--- src/rtl/core/lmts_pkg.sv ---
// Shared types, character mapping and font table for the LED matrix scroller.
// Used by lmts_cell and led_matrix_text_scroller; depends on nothing.
`default_nettype none

package lmts_pkg;

   localparam int unsigned COLUMNS     = 8;
   localparam int unsigned GLYPH_COUNT = 27;

   localparam logic [7:0] FIRST_CODE = 8'h40;  // '@', blank glyph
   localparam logic [7:0] LAST_CODE  = 8'h5A;  // 'Z'
   localparam logic [7:0] LOWER_A    = 8'h61;  // 'a'
   localparam logic [7:0] CASE_GAP   = 8'h20;  // 'a' - 'A'

   localparam logic [2:0] LAST_STEP = 3'd7;

   typedef logic [4:0] glyph_idx_type;
   typedef logic [7:0] column_type;

   // Control word broadcast along the row of cells
   typedef struct packed {
      logic advance;   // produce one frame this cycle
      logic clear;     // frame reads as zero before this step
      logic vertical;  // shift bits up instead of columns left
      logic load;      // take a new glyph column
   } lmts_ctrl_type;

   localparam column_type GLYPH_ROM [GLYPH_COUNT][COLUMNS] = '{
      '{8'h00,8'h00,8'h00,8'h00,8'h00,8'h00,8'h00,8'h00},
      '{8'h00,8'h1F,8'h24,8'h44,8'h44,8'h24,8'h1F,8'h00},
      '{8'h00,8'h00,8'h36,8'h49,8'h49,8'h49,8'h7F,8'h00},
      '{8'h00,8'h22,8'h41,8'h41,8'h41,8'h22,8'h1C,8'h00},
      '{8'h00,8'h1C,8'h22,8'h41,8'h41,8'h41,8'h7F,8'h00},
      '{8'h00,8'h00,8'h41,8'h49,8'h49,8'h49,8'h7F,8'h00},
      '{8'h00,8'h00,8'h40,8'h48,8'h48,8'h48,8'h7F,8'h00},
      '{8'h00,8'h27,8'h45,8'h41,8'h41,8'h22,8'h1C,8'h00},
      '{8'h00,8'h7F,8'h08,8'h08,8'h08,8'h08,8'h7F,8'h00},
      '{8'h00,8'h00,8'h00,8'h41,8'h7F,8'h41,8'h00,8'h00},
      '{8'h00,8'h00,8'h00,8'h40,8'h7E,8'h41,8'h02,8'h00},
      '{8'h00,8'h00,8'h41,8'h24,8'h18,8'h10,8'h7F,8'h00},
      '{8'h00,8'h00,8'h01,8'h01,8'h01,8'h01,8'h7F,8'h00},
      '{8'h00,8'h7F,8'h20,8'h10,8'h08,8'h20,8'h7F,8'h00},
      '{8'h00,8'h7F,8'h02,8'h04,8'h08,8'h10,8'h7F,8'h00},
      '{8'h00,8'h1C,8'h22,8'h41,8'h41,8'h22,8'h1C,8'h00},
      '{8'h00,8'h00,8'h30,8'h48,8'h48,8'h48,8'h7F,8'h00},
      '{8'h00,8'h1D,8'h23,8'h41,8'h41,8'h22,8'h1C,8'h00},
      '{8'h00,8'h00,8'h31,8'h4A,8'h4C,8'h48,8'h7F,8'h00},
      '{8'h00,8'h42,8'h45,8'h49,8'h49,8'h29,8'h11,8'h00},
      '{8'h00,8'h00,8'h40,8'h40,8'h7F,8'h40,8'h40,8'h00},
      '{8'h00,8'h7E,8'h01,8'h01,8'h01,8'h01,8'h7E,8'h00},
      '{8'h00,8'h78,8'h04,8'h02,8'h03,8'h04,8'h78,8'h00},
      '{8'h00,8'h7E,8'h01,8'h01,8'h1E,8'h01,8'h7E,8'h00},
      '{8'h00,8'h43,8'h24,8'h18,8'h28,8'h44,8'h43,8'h00},
      '{8'h00,8'h40,8'h20,8'h10,8'h1F,8'h20,8'h40,8'h00},
      '{8'h00,8'h61,8'h51,8'h49,8'h45,8'h42,8'h41,8'h00}
   };

   // Map a character byte to a font entry: blank below '@', fold lower case,
   // blank past 'Z'
   function automatic glyph_idx_type glyph_index(input logic [7:0] code);
      logic [7:0] c;
      c = code;
      if (c < FIRST_CODE) begin
         c = FIRST_CODE;
      end
      if (c >= LOWER_A) begin
         c = c - CASE_GAP;
      end
      if (c > LAST_CODE) begin
         return '0;
      end
      return glyph_idx_type'(c - FIRST_CODE);
   endfunction

   // One column of one glyph; unused entries read blank
   function automatic column_type glyph_column(input glyph_idx_type idx,
                                               input logic [2:0] col);
      if (idx >= glyph_idx_type'(GLYPH_COUNT)) begin
         return '0;
      end
      return GLYPH_ROM[idx][col];
   endfunction

endpackage

`default_nettype wire

--- src/rtl/core/lmts_cell.sv ---
// One frame column of the scroller: column bits and the glyph column it feeds in.
// Depends on lmts_pkg for the control word.
`default_nettype none

module lmts_cell
   import lmts_pkg::*;
(
   input  logic          clock,
   input  logic          reset,
   input  lmts_ctrl_type ctrl,
   input  column_type    glyph_in,
   input  column_type    left_in,
   output column_type    base_out,
   output column_type    frame_out
);

   column_type col_ff, col_in;
   column_type glyph_ff, glyph_in_next;
   column_type base;

   // Column as seen this step, after an optional clear
   assign base     = ctrl.clear ? '0 : col_ff;
   assign base_out = base;

   // Vertical: shift up and take the glyph MSB; horizontal: take the neighbor
   always_comb begin
      col_in = ctrl.vertical ? {base[6:0], glyph_ff[7]} : left_in;
   end

   // Horizontal emits before the shift, vertical after
   assign frame_out = ctrl.vertical ? col_in : base;

   // Walk glyph bits toward the MSB, reload on a new word
   always_comb begin
      glyph_in_next = glyph_ff;
      if (ctrl.load) begin
         glyph_in_next = glyph_in;
      end else if (ctrl.advance) begin
         glyph_in_next = {glyph_ff[6:0], 1'b0};
      end
   end

   always_ff @(posedge clock) begin
      if (reset) begin
         col_ff <= '0;
      end else if (ctrl.advance) begin
         col_ff <= col_in;
      end
      glyph_ff <= glyph_in_next;
   end

endmodule

`default_nettype wire

--- src/rtl/core/led_matrix_text_scroller.sv ---
// Top level of the 8x8 LED matrix text scroller: handshake control, a row of
// lmts_cell columns and the result register. Depends on lmts_pkg, lmts_cell.
//
//   channel | direction | handshake            | payload
//   req     | in        | req_valid/req_ready  | req_char_code, req_clear_first
//   rsp     | out       | rsp_valid/rsp_ready  | rsp_column_0..7, rsp_last_frame
//   csr     | in        | csr_valid/csr_ready  | csr_scroll_vertical
//
// Each word yields eight frames, one per cycle while rsp_ready stays high; the
// step counter over the row of cells counts the eight frames.
// The next word is taken in the cycle that produces the eighth frame.
// A low rsp_ready with a valid result holds the result register and freezes the cells.
// Synchronous reset zeroes the frame and empties the result register.
`default_nettype none

module led_matrix_text_scroller
   import lmts_pkg::*;
(
   input  logic       clock,
   input  logic       reset,
   input  logic       req_valid,
   output logic       req_ready,
   input  logic [7:0] req_char_code,
   input  logic       req_clear_first,
   output logic       rsp_valid,
   input  logic       rsp_ready,
   output logic [7:0] rsp_column_0,
   output logic [7:0] rsp_column_1,
   output logic [7:0] rsp_column_2,
   output logic [7:0] rsp_column_3,
   output logic [7:0] rsp_column_4,
   output logic [7:0] rsp_column_5,
   output logic [7:0] rsp_column_6,
   output logic [7:0] rsp_column_7,
   output logic       rsp_last_frame,
   input  logic       csr_valid,
   output logic       csr_ready,
   input  logic       csr_scroll_vertical
);

   logic          busy_ff, busy_in;
   logic [2:0]    step_ff, step_in;
   logic          clear_ff;
   glyph_idx_type glyph_idx_ff;
   logic          vertical_ff;
   logic          rsp_valid_ff;
   logic          rsp_last_ff;
   column_type    rsp_col_ff [COLUMNS];

   logic          advance;
   logic          req_accept;
   glyph_idx_type new_idx;
   lmts_ctrl_type ctrl;
   column_type    base_w  [COLUMNS];
   column_type    frame_w [COLUMNS];
   column_type    left_w  [COLUMNS];

   // Produce a frame whenever the result register is free or draining
   assign advance    = busy_ff && (!rsp_valid_ff || rsp_ready);
   assign req_ready  = !busy_ff || (advance && (step_ff == LAST_STEP));
   assign req_accept = req_valid && req_ready;
   assign csr_ready  = 1'b1;
   assign new_idx    = glyph_index(req_char_code);

   assign ctrl.advance  = advance;
   assign ctrl.clear    = clear_ff && (step_ff == '0);
   assign ctrl.vertical = vertical_ff;
   assign ctrl.load     = req_accept;

   // Cell 0 takes glyph column 7-n; the rest take the neighbor's column
   genvar gi;
   generate
      for (gi = 0; gi < COLUMNS; gi++) begin : g_cell
         if (gi == 0) begin : g_head
            assign left_w[gi] = glyph_column(glyph_idx_ff, ~step_ff);
         end else begin : g_link
            assign left_w[gi] = base_w[gi-1];
         end
         lmts_cell u_cell (
            .clock     (clock),
            .reset     (reset),
            .ctrl      (ctrl),
            .glyph_in  (glyph_column(new_idx, 3'(gi))),
            .left_in   (left_w[gi]),
            .base_out  (base_w[gi]),
            .frame_out (frame_w[gi])
         );
      end
   endgenerate

   // Step through the eight frames, chain straight into the next word
   always_comb begin
      busy_in = busy_ff;
      step_in = step_ff;
      if (advance) begin
         step_in = step_ff + 3'd1;
         if (step_ff == LAST_STEP) begin
            busy_in = 1'b0;
         end
      end
      if (req_accept) begin
         busy_in = 1'b1;
         step_in = '0;
      end
   end

   always_ff @(posedge clock) begin
      if (reset) begin
         busy_ff      <= 1'b0;
         step_ff      <= '0;
         vertical_ff  <= 1'b0;
         rsp_valid_ff <= 1'b0;
      end else begin
         busy_ff <= busy_in;
         step_ff <= step_in;
         if (csr_valid && csr_ready) begin
            vertical_ff <= csr_scroll_vertical;
         end
         if (advance) begin
            rsp_valid_ff <= 1'b1;
         end else if (rsp_ready) begin
            rsp_valid_ff <= 1'b0;
         end
      end
   end

   // Latch the word's glyph and clear flag; capture each frame
   always_ff @(posedge clock) begin
      if (req_accept) begin
         glyph_idx_ff <= new_idx;
         clear_ff     <= req_clear_first;
      end
      if (advance) begin
         rsp_col_ff  <= frame_w;
         rsp_last_ff <= (step_ff == LAST_STEP);
      end
   end

   assign rsp_valid      = rsp_valid_ff;
   assign rsp_last_frame = rsp_last_ff;
   assign rsp_column_0   = rsp_col_ff[0];
   assign rsp_column_1   = rsp_col_ff[1];
   assign rsp_column_2   = rsp_col_ff[2];
   assign rsp_column_3   = rsp_col_ff[3];
   assign rsp_column_4   = rsp_col_ff[4];
   assign rsp_column_5   = rsp_col_ff[5];
   assign rsp_column_6   = rsp_col_ff[6];
   assign rsp_column_7   = rsp_col_ff[7];

endmodule

`default_nettype wire

--- config.mk ---
export PLATFORM = sky130hd
export DESIGN_NAME = led_matrix_text_scroller
export DESIGN_NICKNAME = d
export VERILOG_FILES = /design/src/rtl/core/lmts_pkg.sv /design/src/rtl/core/lmts_cell.sv /design/src/rtl/core/led_matrix_text_scroller.sv
export SDC_FILE = /design/constraint.sdc
export NUM_CORES = 1
export LEC_CHECK = 0
export ABC_AREA = 1
export BUFFER_PORTS_ARGS = -buffer_cell sky130_fd_sc_hd__buf_2
export CORE_MARGIN = 2
export CORE_UTILIZATION = 45
export DETAILED_ROUTE_END_ITERATION = 10
export SYNTH_ARGS = -nofsm -noshare
export SYNTH_HDL_FRONTEND = slang
export SYNTH_SLANG_ARGS = --single-unit
--- constraint.sdc ---
create_clock -name clock -period 5.47 [get_ports clock]
set_input_delay 1.641 -clock clock [delete_from_list [all_inputs] [get_ports clock]]
set_output_delay 1.641 -clock clock [all_outputs]
set_load 0.005 [all_outputs]
* Word-level counts from Yosys, hierarchy flattened *
Memory sizes are Yosys's and may differ from the RTL's.
Cells that the tools add are included.

storage, ports and cells
  register bits after elaboration = 205
  logic and storage cells = 133
  output and inout port bits = 68
  memories kept = 2
  bits in read-only memories = 4096

operators by class
  add/subtract/negate cells = 3
  mux-type cells = 70
  order comparisons = 8
  bitwise logic cells = 4
  equality and inequality tests = 1
  reduce and logical (&&, ||, !) cells = 14

memory list
  name              words  bits a word  read ports  clocked after memory_dff  wr ports  RTL line        source
  (name not given)  32     64           1           0                         0         lmts_pkg.sv:81  return GLYPH_ROM[idx][col];
  (name not given)  32     64           1           0                         0         lmts_pkg.sv:81

operator list
  cell                 number
  $mux 8               55
  $mux 64              4
  $bmux 8 s3           1
  $ge 6x6->1 const B   2
  $not 5->6            2
  $ge 5x5->1 const B   2
  $mux 5               2
  $ge 8x7->1 const B   1
  $gt 8x7->1 const B   1
  $lt 8x7->1 const B   1
  $mux 1               8
  $sub 8x6->8 const B  1
  $reduce_bool 2->1    3
  $sub 5x1->5 const B  1
  $ge 4x4->1 const B   1
  $logic_and 1x1->1    4
  $not 3->4            1
  $add 3x1->3 const B  1
  $eq 3x3->1 const B   1
  $logic_not 3->1      1
  $not 3->3            1
  $logic_not 1->1      2
  $logic_or 1x1->1     2
  $reduce_and 2->1     1
  $reduce_or 2->1      1

* Depth between registers and ports, before layout *
  depth in word-level cells = 13
  depth in mapped cells = 17
  depth with buffers taken out = 17

* Modules after synthesis *
Synthesis repeated with hierarchy kept, for this count alone.

second synthesis, totals
  cell total of the unflattened synthesis = 1693
  area, all modules = 12323.1 um2

modules (own cells, without submodules)
  module                    area an instance (um2)  instances  cells an instance  seq. area each (um2)
  lmts_cell                 887.1                   8          128                400.4
  led_matrix_text_scroller  5226.3                  1          669                2252.2

* Worst setup path after synthesis *
No wires, ideal clock.

  path kind = in2reg
  from = input rsp_ready
  to = register rsp_col_ff (netlist bit rsp_column_0[0]) (enable)
  cell stages on the path = 5
  required time = 5.015 ns
  data arrival time = 4.031 ns
  setup slack = 0.984 ns
  setup time = 0.455 ns
  cell sequence = inv_1 -> nand2_1 -> nand2_1 -> clkinv_1 -> clkbuf_1

between the ends
  longest elaborated chain between the ends = 2

ends and longest elaborated chain
  element               RTL line                         source
  start, declared       led_matrix_text_scroller.sv:26   input logic rsp_ready,
  $logic_or 1x1->1      led_matrix_text_scroller.sv:59   assign advance = busy_ff && (!rsp_valid_ff || rsp_ready);
  $logic_and 1x1->1     led_matrix_text_scroller.sv:59
  net advance           led_matrix_text_scroller.sv:50   logic advance;
  end signal, assigned  led_matrix_text_scroller.sv:134  rsp_col_ff <= frame_w;
  end, declared         led_matrix_text_scroller.sv:48   column_type rsp_col_ff [COLUMNS];

The timed path passes the listed nets, and every way through them passes these cells.
A chain may end at the register's enable or synchronous reset.

* Worst setup path after layout *
  from = input rsp_ready
  to = output req_ready

between the ends
  longest elaborated chain between the ends = 4

ends and longest elaborated chain
  element            RTL line                        source
  $logic_or 1x1->1   led_matrix_text_scroller.sv:59
  $logic_and 1x1->1  led_matrix_text_scroller.sv:59
  $logic_and 1x1->1  led_matrix_text_scroller.sv:60  assign req_ready = !busy_ff || (advance && (step_ff == LAST_STEP));
  $logic_or 1x1->1   led_matrix_text_scroller.sv:60
  end, declared      led_matrix_text_scroller.sv:22  output logic req_ready,

No other way between the ends.

==> summary.md <==
| Metric | Value |
|---|---|
| CTS max path bufs | 2 |
| Worst R2R Path Depth | 8 |
| Yosys warns | 0 |
| Synth cell types | 36 |
| Root Buffer | clkbuf_16 |
| Syn Nets | 1383 |
| Unrepaired setup endpoints after global routing | false |
| Dpl hpwl | 20.57 mm |
| Final Cell Area | 11580 um2 |
| Hold Path Class | reg -> reg |
| Cells after Synth | 1345 |
| P per Cell Area | 305.9 nW/um2 |
| DP Area | 10980 um2 |
| Rel. slew slack | 25.49% |
| Tcrit/Tclk final | 75.17% |
| Max-slew violations | 0 |
| Worst path slowest cell | a21oi_1 |
| DR vias | 9468 |
| Cell Area, Synth | 10430 um2 |
| Post-CTS Resized | 0 |
| Leak | 5.191 nW |
| Largest stage delay, worst path | 0.30 ns |
| Cells along the critical path | buf_2, inv_1, nand2_1, a21oi_1, inv_1, buf_2 |
| # IOs | 83 |
| Total Wirelength | 29.87 mm |
| Clock Skews | 0.01012 ns |
| Drt drc | 0 |
| Worst VDD drop | 0.2195 mV |
| Share of post-route cells with drive strength above 1 | 11.09% |
| Worst-path clk slew | 0.07 ns |
| Hold_buf cts | 0 |
| First-pass GRT wire length | 48.01 mm |
| Util after Layout | 50.98% |
| Num Clock Sinks | 189 |
| CTS Buf Count | 17 |
| Worst Tran Pin Value | 1.114 ns |
| Grt total ovfl | 0 |
| Row count | 55 |
| CP Capture Type | output port |
| Die Y | 156.3 um |
| Post-Syn Area per Cell | 7.757 um2 |
| Largest net degree at the start of global routing | 90 |
| H-Tree Level Count | 4 |
| Vias per cell | 5.626 |
| Gpl congestion | 0.9810 |
| # setup viols final | 0 |
| Setup WS post-layout | 1.358 ns |
| Register-to-register setup slack | 1.81 ns |
| Global Route Usage Sum | 25.06% |
| Die width | 156.3 um |
| CP max FO | 3 |
| Count of input and output buffers | 81 |
| Core outline area | 22710 um2 |
| Final ANT Viol Nets | 0 |
| Setup_tns | 0 ns |
| Tmin final | 4.112 ns |
| Startpoint types | input port |
| WP data required | 3.83 ns |
| Final hold viol count | 0 |
| Max cap viols | 0 |
| Starting Density | 45.94% |
| Clk Latency, worst-skew pair | 0.43 ns |
| Number of diodes | 0 |
| Die ar. | 24420 um2 |
| Hold path depth | 2 |
| Peak Freq | 243.2 MHz |
| WS Path Type | in -> out |
| Vias in the first global route | 8761 |
| DR iter-0 viols | 1040 |
| Post-synthesis sequential area ratio | 47.68% |
| CTS tree | done |
| Post-CTS Setup Bufs | 0 |
| Drt pass-1 iters | 8 |
| Layout area overhead | 10.96% |
| Nets | 1423 |
| Flops & latches, synth | 189 |
| Status | complete, no violations |
| Drt wl/cell | 17.75 um |
| Post-Place Setup Slack | 1.003 ns |
| Number of fillers in the final layout | 2242 |
| Hold slack | 0.4743 ns |
| Crit path arrival time | 2.47 ns |
| Initial antenna violation count | 0 |
layer usage:
metal,track usage [%],routed length [um]
met3,3.545,2013
met1,36.50,13970
met5,0,0
met2,38.43,13270
met4,8.301,623
cell type report:
type,count,area (um2),area share [%]
Tap cell,285,356.6,3.080
Timing Repair Buffer,96,518.0,4.474
Clock inverter,15,170.2,1.470
Inverter,193,726.9,6.279
Sequential cell,189,4975,42.97
Clock buffer,17,425.4,3.674
Multi-Input combinational cell,888,4405,38.05
critical path, delay by kind of cell:
family | cells | cell delay, ns
buffers and inverters | 4 | 0.43
AO/OA/AOI/OAI | 1 | 0.30
AND/OR/NAND/NOR | 1 | 0.09
path summary, 6_finish.rpt:
check | end | startpoint
max | req_ready | rsp_ready
min | g_cell[0].u_cell.col_ff[0] | g_cell[0].u_cell.col_ff[0]
max reg2reg | rsp_column_5[4] | step_ff[1]
min reg2reg | g_cell[0].u_cell.col_ff[0] | g_cell[0].u_cell.col_ff[0]
Yosys cell counts:
cell,n,share of area (%)
clkinv_1,5,0.18
nand4_1,8,0.48
edfxtp_1,119,34
o21bai_1,1,0.072
or2_1,1,0.060
inv_2,2,0.072
o2111ai_1,1,0.084
buf_4,8,0.58
a21oi_2,2,0.17
nand3_2,1,0.096
nand3_1,86,4.1
nor3_1,3,0.14
nand2_1,307,11
o21a_1,1,0.072
dfxtp_1,70,13
o31ai_1,3,0.22
clkbuf_1,46,1.7
o21ai_0,126,6.0
or2_2,1,0.060
o21ai_1,13,0.62
a21oi_1,94,4.5
o221ai_1,2,0.17
nand2_2,4,0.24
nor2_4,4,0.43
ha_1,23,2.8
a31oi_1,19,1.1
nor2_2,7,0.42
inv_1,186,6.7
buf_2,18,0.86
buf_1,3,0.11
o211ai_1,13,0.94
conb_1,1,0.036
nor2_1,79,2.8
o311ai_0,1,0.084
o22ai_1,86,5.2
nand3_4,1,0.17
metrics by stage:
step	std cells	power, mW
final	1683	3.542
after global placement	1651	2.338
after CTS	1683	3.566
after floorplan	1345	2.147
after detailed placement	1651	2.332
after global routing	1683	3.707
report_power, final:
group | leakage, nW | switching [mW] | internal, mW
Sequential | 1.76 | 0.0532 | 1.66
Clock | 0.293 | 0.613 | 0.618
Combinational | 3.14 | 0.418 | 0.179
Total | 5.19 | 1.08 | 2.46
registers in the layout, summed over array words and instances (netlist names), 8 cells and up:
signal	flops
g_cell.u_cell.col_ff	64
g_cell.u_cell.glyph_ff	48
rsp_column_4	8
rsp_column_7	8
rsp_column_6	8
rsp_column_3	8
rsp_column_1	8
rsp_column_0	8
rsp_column_5	8
rsp_column_2	8
cells in the final DEF, fill, tap and decap left out, drive strengths merged, types with 2 or more instances in the layout:
cell type	instances
a21oi	96
nand2	311
o211ai	13
nor3	3
ha	23
o31ai	3
nor2	90
nand3	88
clkinv	10
o221ai	2
or2	2
clkbuf	17
buf	96
o22ai	86
edfxtp	119
inv	198
dfxtp	70
nand4	8
a31oi	19
o21ai	139
logic make-up (layout without fill, tap and decap cells):
family / count (synthesis) / count (layout) / synth area share (%)
AND/OR/NAND/NOR: 502 / 502 / 20.11
buffers and inverters: 268 / 321 / 10.15
AO/OA/AOI/OAI: 362 / 362 / 19.27
adder cells (fa/ha/maj): 23 / 23 / 2.758
other: 1 / 1 / 0.03594
flip-flops: 189 / 189 / 47.68
(Power assumes the default switching activity.)
